[config.mk]
export PLATFORM = sky130hd
export DESIGN_NAME = battery_level_monitor
export DESIGN_NICKNAME = d
export VERILOG_FILES = /design/src/rtl/core/blm_pkg.sv /design/src/rtl/core/blm_filter.sv /design/src/rtl/core/battery_level_monitor.sv
export SDC_FILE = /design/constraint.sdc
export NUM_CORES = 2
export LEC_CHECK = 0
export ABC_CLOCK_PERIOD_IN_PS = 9000
export BUFFER_PORTS_ARGS = -buffer_cell sky130_fd_sc_hd__buf_2
export CORE_MARGIN = 3
export CORE_UTILIZATION = 40
export DETAILED_ROUTE_END_ITERATION = 10
export PLACE_DENSITY = 0.53
export RECOVER_POWER = 100
export SYNTH_ARGS = -nofsm -noshare
export SYNTH_HDL_FRONTEND = slang
export SYNTH_SLANG_ARGS = --single-unit
[constraint.sdc]
create_clock -name clk -period 9 [get_ports clk]
set_input_delay 1.8 -clock clk [delete_from_list [all_inputs] [get_ports clk]]
set_output_delay 1.8 -clock clk [all_outputs]
set_load 0.02 [all_outputs]
[src/rtl/core/blm_pkg.sv]
package blm_pkg;

    localparam int CODE_W    = 12;
    localparam int LEVEL_W   = 20;
    localparam int MV_W      = 14;
    localparam int CFG_IDX_W = 2;

    localparam int SAMPLES_DEFAULT = 10;

    localparam logic [1:0] OP_SAMPLE       = 2'd0;
    localparam logic [1:0] OP_FORCE_LOW    = 2'd1;
    localparam logic [1:0] OP_FORCE_NORMAL = 2'd2;

    localparam logic [CFG_IDX_W-1:0] REG_LOW_THRESHOLD    = 2'd0;
    localparam logic [CFG_IDX_W-1:0] REG_NORMAL_THRESHOLD = 2'd1;
    localparam logic [CFG_IDX_W-1:0] REG_CHARGE_THRESHOLD = 2'd2;

    localparam logic [LEVEL_W-1:0] LOW_THRESHOLD_RST    = 20'd360029;
    localparam logic [LEVEL_W-1:0] NORMAL_THRESHOLD_RST = 20'd381207;
    localparam logic [LEVEL_W-1:0] CHARGE_THRESHOLD_RST = 20'd423564;

    // divide by 10 of a 24-bit filter numerator: multiply by reciprocal
    localparam int FILT_NUM_W = 24;
    localparam int FILT_SH    = 28;
    localparam int FILT_MW    = 25;
    localparam logic [FILT_MW-1:0] FILT_M = FILT_MW'(((64'd1 << FILT_SH) + 64'd9) / 64'd10);

    // mV = floor(level * 55 / 5824) = floor(floor(level * 55 / 64) / 91)
    localparam int MV_SCALE_W = 6;
    localparam logic [MV_SCALE_W-1:0] MV_SCALE = 6'd55;
    localparam int MV_PRE_SH  = 6;
    localparam int MV_SH      = 27;
    localparam int MV_MW      = 21;
    localparam logic [MV_MW-1:0] MV_M = MV_MW'(((64'd1 << MV_SH) + 64'd90) / 64'd91);

    typedef struct packed {
        logic [1:0]        operation;
        logic [CODE_W-1:0] adc_sample;
    } in_item_t;

    typedef struct packed {
        logic               battery_low;
        logic               charging;
        logic [LEVEL_W-1:0] level_code;
        logic [MV_W-1:0]    level_millivolts;
    } out_item_t;

    typedef enum logic [1:0] {
        KIND_BATCH,
        KIND_FORCE_LOW,
        KIND_FORCE_NORMAL
    } kind_t;

    typedef struct packed {
        logic               valid;
        kind_t              kind;
        logic [LEVEL_W-1:0] level;
    } flt_out_t;

endpackage

[src/rtl/core/blm_filter.sv]
module blm_filter
    import blm_pkg::*;
#(
    parameter int SAMPLES = SAMPLES_DEFAULT
)
(
    input  logic     clk,
    input  logic     rst_n,
    input  logic     advance,
    input  logic     item_valid,
    input  in_item_t item,
    output flt_out_t result
);

    localparam int SUM_W   = $clog2(SAMPLES * 4095 + 1);
    localparam int CNT_W   = (SAMPLES > 1) ? $clog2(SAMPLES) : 1;
    localparam int AVG_SH  = SUM_W + $clog2(SAMPLES);
    localparam int AVG_MW  = AVG_SH + 1;
    localparam int AVG_PW  = SUM_W + AVG_MW;
    localparam int FILT_PW = FILT_NUM_W + FILT_MW;
    localparam logic [CNT_W-1:0]  LAST  = CNT_W'(SAMPLES - 1);
    localparam logic [AVG_MW-1:0] AVG_M =
        AVG_MW'(((64'd1 << AVG_SH) + 64'(SAMPLES) - 64'd1) / 64'(SAMPLES));

    logic [SUM_W-1:0]   sum_reg, sum_next, total;
    logic [CNT_W-1:0]   count_reg, count_next;
    logic               s1_valid_reg, s1_valid_next;
    kind_t              s1_kind_reg, s1_kind_next;
    logic [SUM_W-1:0]   s1_sum_reg;
    logic               s2_valid_reg;
    kind_t              s2_kind_reg;
    logic [CODE_W-1:0]  s2_avg_reg, avg;
    logic [AVG_PW-1:0]  avg_prod;
    logic [LEVEL_W-1:0] level_reg, level_next, level_filt, level_prime;
    logic [FILT_NUM_W-1:0] filt_num;
    logic [FILT_PW-1:0] filt_prod;
    logic               s3_valid_reg;
    kind_t              s3_kind_reg;
    logic [LEVEL_W-1:0] s3_level_reg;

    // accumulate a batch
    assign total = sum_reg + SUM_W'(item.adc_sample);

    always_comb
    begin
        sum_next      = sum_reg;
        count_next    = count_reg;
        s1_valid_next = 1'b0;
        s1_kind_next  = KIND_BATCH;
        if (item_valid)
        begin
            case (item.operation)
                OP_SAMPLE:
                begin
                    if (count_reg == LAST)
                    begin
                        s1_valid_next = 1'b1;
                        sum_next      = '0;
                        count_next    = '0;
                    end
                    else
                    begin
                        sum_next   = total;
                        count_next = count_reg + CNT_W'(1);
                    end
                end
                OP_FORCE_LOW:
                begin
                    s1_valid_next = 1'b1;
                    s1_kind_next  = KIND_FORCE_LOW;
                end
                OP_FORCE_NORMAL:
                begin
                    s1_valid_next = 1'b1;
                    s1_kind_next  = KIND_FORCE_NORMAL;
                end
                default:
                begin
                end
            endcase
        end
    end

    // batch average
    assign avg_prod = AVG_PW'(s1_sum_reg) * AVG_PW'(AVG_M);
    assign avg      = avg_prod[AVG_SH +: CODE_W];

    // low-pass filter: (9*level + 256*avg) / 10
    assign filt_num    = (FILT_NUM_W'(level_reg) << 3) + FILT_NUM_W'(level_reg)
                       + (FILT_NUM_W'(s2_avg_reg) << 8);
    assign filt_prod   = FILT_PW'(filt_num) * FILT_PW'(FILT_M);
    assign level_filt  = filt_prod[FILT_SH +: LEVEL_W];
    assign level_prime = {s2_avg_reg, 8'd0};

    always_comb
    begin
        level_next = level_reg;
        if (s2_valid_reg && (s2_kind_reg == KIND_BATCH))
        begin
            if (level_reg == '0)
            begin
                level_next = level_prime;
            end
            else
            begin
                level_next = level_filt;
            end
        end
    end

    always_ff @(posedge clk or negedge rst_n)
    begin
        if (!rst_n)
        begin
            sum_reg      <= '0;
            count_reg    <= '0;
            s1_valid_reg <= 1'b0;
            s2_valid_reg <= 1'b0;
            s3_valid_reg <= 1'b0;
            level_reg    <= '0;
        end
        else if (advance)
        begin
            sum_reg      <= sum_next;
            count_reg    <= count_next;
            s1_valid_reg <= s1_valid_next;
            s2_valid_reg <= s1_valid_reg;
            s3_valid_reg <= s2_valid_reg;
            level_reg    <= level_next;
        end
    end

    always_ff @(posedge clk)
    begin
        if (advance)
        begin
            s1_kind_reg  <= s1_kind_next;
            s1_sum_reg   <= total;
            s2_kind_reg  <= s1_kind_reg;
            s2_avg_reg   <= avg;
            s3_kind_reg  <= s2_kind_reg;
            s3_level_reg <= level_next;
        end
    end

    assign result.valid = s3_valid_reg;
    assign result.kind  = s3_kind_reg;
    assign result.level = s3_level_reg;

endmodule

[src/rtl/core/battery_level_monitor.sv]
// Items pass the s0 input register, filter s1-s3, s4, s5 and output register.
// Throughput: one item per cycle; a stalled result holds the whole pipeline.
// Sample items inside a batch and operation code 3 produce no result.
// Reset (async, active low) clears the accumulator, filtered level, low and
// charging flags, all stage valids, and loads the default thresholds.
module battery_level_monitor
    import blm_pkg::*;
#(
    parameter int SAMPLES = SAMPLES_DEFAULT
)
(
    input  logic                 clk,
    input  logic                 rst_n,
    input  logic                 in_valid,
    output logic                 in_ready,
    input  in_item_t             in_item,
    output logic                 out_valid,
    input  logic                 out_ready,
    output out_item_t            out_item,
    input  logic                 cfg_write,
    input  logic [CFG_IDX_W-1:0] cfg_index,
    input  logic [LEVEL_W-1:0]   cfg_data
);

    localparam int MV_PRE_PW = LEVEL_W + MV_SCALE_W;
    localparam int MV_PW     = LEVEL_W + MV_MW;

    logic               advance;
    logic               s0_valid_reg;
    in_item_t           s0_item_reg;
    flt_out_t           flt;

    logic [LEVEL_W-1:0] low_thr_reg, normal_thr_reg, charge_thr_reg;
    logic               low_reg, low_next;
    logic               charging_reg, charging_next;

    logic               s4_valid_reg;
    logic               s4_low_reg, s4_charging_reg;
    logic [LEVEL_W-1:0] s4_level_reg;

    logic [MV_PRE_PW-1:0] mv_pre_prod;
    logic               s5_valid_reg;
    logic               s5_low_reg, s5_charging_reg;
    logic [LEVEL_W-1:0] s5_level_reg, s5_pre_reg;

    logic [MV_PW-1:0]   mv_prod;
    logic               out_valid_reg;
    out_item_t          out_item_reg;

    assign advance  = !out_valid_reg || out_ready;
    assign in_ready = advance;

    always_ff @(posedge clk or negedge rst_n)
    begin
        if (!rst_n)
        begin
            low_thr_reg    <= LOW_THRESHOLD_RST;
            normal_thr_reg <= NORMAL_THRESHOLD_RST;
            charge_thr_reg <= CHARGE_THRESHOLD_RST;
        end
        else if (cfg_write)
        begin
            case (cfg_index)
                REG_LOW_THRESHOLD:    low_thr_reg    <= cfg_data;
                REG_NORMAL_THRESHOLD: normal_thr_reg <= cfg_data;
                REG_CHARGE_THRESHOLD: charge_thr_reg <= cfg_data;
                default:
                begin
                end
            endcase
        end
    end

    blm_filter #(
        .SAMPLES (SAMPLES)
    ) u_filter (
        .clk        (clk),
        .rst_n      (rst_n),
        .advance    (advance),
        .item_valid (s0_valid_reg),
        .item       (s0_item_reg),
        .result     (flt)
    );

    // classification with hysteresis, force operations
    always_comb
    begin
        low_next      = low_reg;
        charging_next = charging_reg;
        if (flt.valid)
        begin
            case (flt.kind)
                KIND_BATCH:
                begin
                    if (flt.level > charge_thr_reg)
                    begin
                        charging_next = 1'b1;
                        low_next      = 1'b0;
                    end
                    else if (flt.level < low_thr_reg)
                    begin
                        charging_next = 1'b0;
                        low_next      = 1'b1;
                    end
                    else if (flt.level > normal_thr_reg)
                    begin
                        charging_next = 1'b0;
                        low_next      = 1'b0;
                    end
                end
                KIND_FORCE_LOW:    low_next = 1'b1;
                KIND_FORCE_NORMAL: low_next = 1'b0;
                default:
                begin
                end
            endcase
        end
    end

    assign mv_pre_prod = MV_PRE_PW'(s4_level_reg) * MV_PRE_PW'(MV_SCALE);
    assign mv_prod     = MV_PW'(s5_pre_reg) * MV_PW'(MV_M);

    always_ff @(posedge clk or negedge rst_n)
    begin
        if (!rst_n)
        begin
            s0_valid_reg  <= 1'b0;
            low_reg       <= 1'b0;
            charging_reg  <= 1'b0;
            s4_valid_reg  <= 1'b0;
            s5_valid_reg  <= 1'b0;
            out_valid_reg <= 1'b0;
        end
        else if (advance)
        begin
            s0_valid_reg  <= in_valid;
            low_reg       <= low_next;
            charging_reg  <= charging_next;
            s4_valid_reg  <= flt.valid;
            s5_valid_reg  <= s4_valid_reg;
            out_valid_reg <= s5_valid_reg;
        end
    end

    always_ff @(posedge clk)
    begin
        if (advance)
        begin
            s0_item_reg                   <= in_item;
            s4_low_reg                    <= low_next;
            s4_charging_reg               <= charging_next;
            s4_level_reg                  <= flt.level;
            s5_low_reg                    <= s4_low_reg;
            s5_charging_reg               <= s4_charging_reg;
            s5_level_reg                  <= s4_level_reg;
            s5_pre_reg                    <= mv_pre_prod[MV_PRE_SH +: LEVEL_W];
            out_item_reg.battery_low      <= s5_low_reg;
            out_item_reg.charging         <= s5_charging_reg;
            out_item_reg.level_code       <= s5_level_reg;
            out_item_reg.level_millivolts <= mv_prod[MV_SH +: MV_W];
        end
    end

    assign out_valid = out_valid_reg;
    assign out_item  = out_item_reg;

endmodule

; Word-level counts from Yosys, hierarchy flattened
; Cells that the tools add are included.
; W data, S select, Z words.
[totals]
regBits = 277
wordCells = 83
input_bits = 41
output_inout_bits = 38
[op_classes]
order_cmp = 3
eq_ne = 7
muxes = 18
n_reduce_logical = 13
mul = 4
n_addsub = 4
[ops]
columns = cell, n
row1 = $mul A24 B24 Y47 const B, 1
row2 = $mul A20 B21 Y41 const B, 1
row3 = $gt A20 B20 Y1, 2
row4 = $mux W20, 2
row5 = $mul A16 B16 Y31 const B, 1
row6 = $mul A20 B6 Y26 const B, 1
row7 = $add A23 B20 Y24, 1
row8 = $add A24 B20 Y24, 1
row9 = $logic_not A20 Y1, 1
row10 = $lt A20 B20 Y1, 1
row11 = $add A16 B12 Y16, 1
row12 = $mux W16, 1
row13 = $mux W1, 11
row14 = $logic_not A2 Y1, 4
row15 = $eq A2 B1 Y1 const B, 3
row16 = $eq A2 B2 Y1 const B, 3
row17 = $reduce_and A2 Y1, 3
row18 = $add A4 B1 Y4 const B, 1
row19 = $eq A4 B4 Y1 const B, 1
row20 = $mux W4, 1
row21 = $pmux W2 S2, 1
row22 = $pmux W1 S3, 1
row23 = $reduce_and A3 Y1, 1
row24 = $pmux W1 S2, 1
row25 = 4 further kinds, 4

; Depth between registers and ports, before layout
[logic_depth]
ltp_word = 6
ltp_mapped = 39
ltp_nobuf = 39

; Hierarchy
; Synthesis repeated with hierarchy kept, for this count alone.
[unflattened]
cells_unflattened = 3233
area_unflattened_um2 = 35017.3
[modules_own_cells]
columns = mod, cells_each, instances, seq_area_each_um2, area_per_inst_um2
row1 = blm_filter, 1949, 1, 2697.6, 19786.5
row2 = battery_level_monitor, 1284, 1, 5116.2, 15230.9

; Worst setup path after synthesis
; Ideal clock, no wire load.
[synth_path]
path_type = register to register
from = register u_filter.level_reg[1]
to = register u_filter.s3_level_reg[10] (data pin)
required_time_ns = 8.735
n_path_buf = 0
setup_time_ns = 0.265
synth_period_minus_slack_ns = 9.373
slack_ns = -0.373
path_stages_with_launch = 36
arrival_ns = 9.109
path_cell_list = dfrtp_1 -> ha_1 -> ha_1 -> fa_1 -> a21o_1 -> a21oi_1 -> o21ai_0 -> a31oi_1 -> o21bai_1 -> a21oi_1 -> nand2b_1 -> a211oi_1 -> a21oi_1 -> xnor2_1 -> ha_1 -> fa_1 -> inv_1 -> fa_1 -> inv_1 -> fa_1 -> fa_1 -> fa_1 -> inv_1 -> fa_1 -> inv_1 -> ha_1 -> and4_2 -> a221o_1 -> a211oi_2 -> a21o_1 -> a21oi_2 -> o31a_1 -> a221o_1 -> xor2_1 -> mux2i_1 -> o21ai_1
[synth_between]
elab_chain_len = 5
elab_cells_between_ends = 6
classes_between = 2 x add/sub / 1 x mul / 2 x mux / 1 x reduce/logical
[synth_lines]
columns = element, line_no
row1 = "start, declared", blm_filter.sv:34  ; logic [LEVEL_W-1:0] level_reg, level_next, level_filt, level_prime;
row2 = "start signal, assigned", blm_filter.sv:129  ; level_reg <= level_next;
row3 = $add A23 B20 Y24, blm_filter.sv:89  ; assign filt_num = (FILT_NUM_W'(level_reg) << 3) + FILT_NUM_W'(level_reg)
row4 = $add A24 B20 Y24, blm_filter.sv:90  ; + (FILT_NUM_W'(s2_avg_reg) << 8);
row5 = $mul A24 B24 Y47, blm_filter.sv:91  ; assign filt_prod = FILT_PW'(filt_num) * FILT_PW'(FILT_M);
row6 = $mux W20 (*), blm_filter.sv:100  ; if (level_reg == '0)
row7 = $mux W20 (*), blm_filter.sv:98  ; if (s2_valid_reg && (s2_kind_reg == KIND_BATCH))
row8 = named net u_filter.level_next[10], blm_filter.sv:34
row9 = "end signal, assigned", blm_filter.sv:142  ; s3_level_reg <= level_next;
row10 = "end, declared", blm_filter.sv:39  ; logic [LEVEL_W-1:0] s3_level_reg;
; Mark *: on every way through the listed nets, which the timed path passes. The rest lies on a longest branch.
; A chain may end at the register's enable or synchronous reset.

; Worst setup path in the final report
[layout_path]
from = register u_filter.level_reg[10]
to = register u_filter.s3_level_reg[10] (data pin)
[layout_between]
elab_chain_len = 5
elab_cells_between_ends = 6
classes_between = 2 x add/sub / 1 x mul / 2 x mux / 1 x reduce/logical
[layout_lines]
columns = element, line_no
row1 = $add A23 B20 Y24, blm_filter.sv:89
row2 = $add A24 B20 Y24, blm_filter.sv:90
row3 = $mul A24 B24 Y47, blm_filter.sv:91
row4 = $mux W20, blm_filter.sv:100
row5 = $mux W20 (*), blm_filter.sv:98
row6 = named net u_filter.level_next[10], blm_filter.sv:34
; Marks and branches as above.

==> metrics.txt <==
cell taking the most area after synthesis=fa_1; FFs w/ async S/R, synth=39.4%; DR pass1 iterations=5; Initial DRC Count=852; Die Height=300 um; placed cell area=37600 um^2; Hold Fails Final Rpt=0; Worst Tran Pin Value=3.85 ns; TritonCTS Buffers=30; core area=85400 um^2; Mapped Nets=4358; Max-Cap Viols=5; Worst-path clk slew=0.06 ns; layout cells sized above 1=14.0%; post-synth top area share=26.3%; crit end category=flip-flop; violated checks=capacitance limit, slew limit, setup timing; Post-route DRC=0; yosys warns=0; vias in the first global route=23700; critical path required time=9.31 ns; final core occ=46.1%; design area=39400 um^2; Slew Viols, Final=267; Setup Skew=0.0209 ns; clk_lat worst skew=0.59 ns; commonest non-fill, non-tap cell in the layout=inv_1; Post-synth EDFFs=168; via density per instance=4.79; port bufs=78; initial antenna violation count=6; gr ovfl total=0; Worst path most repeated cell=fa_1; Vias=22100; period utilization=101%; htree depth=1; Synth Area per Inst=10.9 um^2; Hold Path Class=reg -> reg; Antenna Nets Post-Route=0; top cells by area, synth=fa_1 26%, ha_1 25%, edfxtp_1 15%; Chip Width=300 um; fmax=0.110 GHz; Routed WL=80.5 mm; HPWL after detailed placement=69.0 mm; pin count of the biggest net entering global routing=75; Final Wtd Congestion=0.880; Avg WL per Cell=17.5 um; slowest cell on the critical path=fa_1; first-pass GRT wire length=131 mm; CTS tree=done; CP Class=reg -> reg; Relative slew margins=-157%; most frequent cells in the layout=784 x inv_1, 670 x ha_1, 444 x fa_1, 168 x edfxtp_1, 168 x buf_4; critical path data arrival time=9.37 ns; final setup fails=5; Total GRT Usage=18.5%; clk sinks=277; Top FF cell, synth=edfxtp_1; cts hold-fix bufs=0; Syn Std Cell Area=34500 um^2; initial core utilization=40.4%; RSZ-0062 raised after global routing=true; setup ws final=-0.0603 ns; CP peak stage delay=0.59 ns; Yosys cell types=71; Layout Nets=4627; Placement Rows=107; I/O pin cnt=79; die area=89900 um^2; Setup TNS=-0.113 ns; worst-path maximum fanout=3; startpoint types=flip-flop; Area growth syn-to-layout=14.0%; Syn Inst Count=3165; buffer depth of the longest clock path=3; R2R cell count=34; crit path time final=9.06 ns; Yosys reg bits=277; Min-Delay Path Depth=0; outcome=finished, violations left; register area share after synthesis=22.6%; max reg flops=36; Root Driver=clkbuf_16
## cells in the mapped netlist (all sizes together) (17+ instances only)
cell type / count
fa: 453
a211oi: 17
nand3: 22
clkbuf: 21
nor3: 26
nand2b: 18
a21oi: 84
inv: 804
nand2: 122
dfrtp: 76
nor2: 80
nand4: 24
edfxtp: 168
nor2b: 20
ha: 699
xor2: 23
o21ai: 106
a21o: 43
dfstp: 33
o21a: 30
mux2: 48
xnor2: 81
## critical path: cells and delay by family (launching register included)
family,cells,cell delay (ns)
fa+ha+maj,9,3.73
compound gates,14,3.32
buf+inv,5,0.43
xor+xnor,3,0.41
flops,1,0.40
simple gates,2,0.25
mux,1,0.20
## per-stage QoR
stage          cells  setup WS [ns]  hold WS (ns)
3_5_place_dp    4520         -0.687         0.405
4_1_cts         4591         -0.121         0.420
3_3_place_gp    4520         -0.468         0.403
2_1_floorplan   3165         0.0251         0.400
6_report        4605        -0.0603         0.419
5_1_grt         4602         -0.382         0.425
## final timing paths
| check | from | end | slack [ns] |
|---|---|---|---|
| min in group asynchronous | rst_n | s4_valid_reg | 2.54 |
| setup / recovery | u_filter.level_reg[10] | u_filter.s3_level_reg[10] | -0.06 |
| hold reg to reg | s4_charging_reg | s5_charging_reg | 0.42 |
| max in group asynchronous | rst_n | u_filter.level_reg[2] | 2.74 |
| hold / removal | s4_charging_reg | s5_charging_reg | 0.42 |
| setup reg to reg | u_filter.level_reg[10] | u_filter.s3_level_reg[10] | -0.06 |
## routing by layer
metal	vias up	global-route usage (%)	share of wire, %
li1	10900	-	-
met4	0	2.28	1.3
met3	54	2.10	3.1
met5	-	0	0
met2	223	30.6	46
met1	10900	26.9	49
## timing repair
item                       CTS  global route
setup endpoints to repair   40            39
gates resized for setup     73            91
pin swaps                   88           100
hold endpoints to repair     0             0
buffers inserted            16            13
## cell families after synthesis
kind of cell    share of synthesized area [%]
xor+xnor                                 2.64
buf+inv                                  9.14
simple gates                             5.21
fa+ha+maj                                51.6
mux                                      1.65
flops                                    22.6
compound gates                           7.18
## layout make-up
class / instances / area (um^2)
Inverter: 804 / 3020
Tap cell: 1144 / 1430
Clock inverter: 13 / 115
Fill cell: 8106 / 46000
Timing Repair Buffer: 261 / 1750
Antenna cell: 3 / 7.51
Multi-Input combinational cell: 2060 / 24400
Sequential cell: 277 / 7820
Clock buffer: 43 / 810
Power is not shown: default switching activity piles up to over one toggle a cycle in this logic, so the estimate is an artifact.
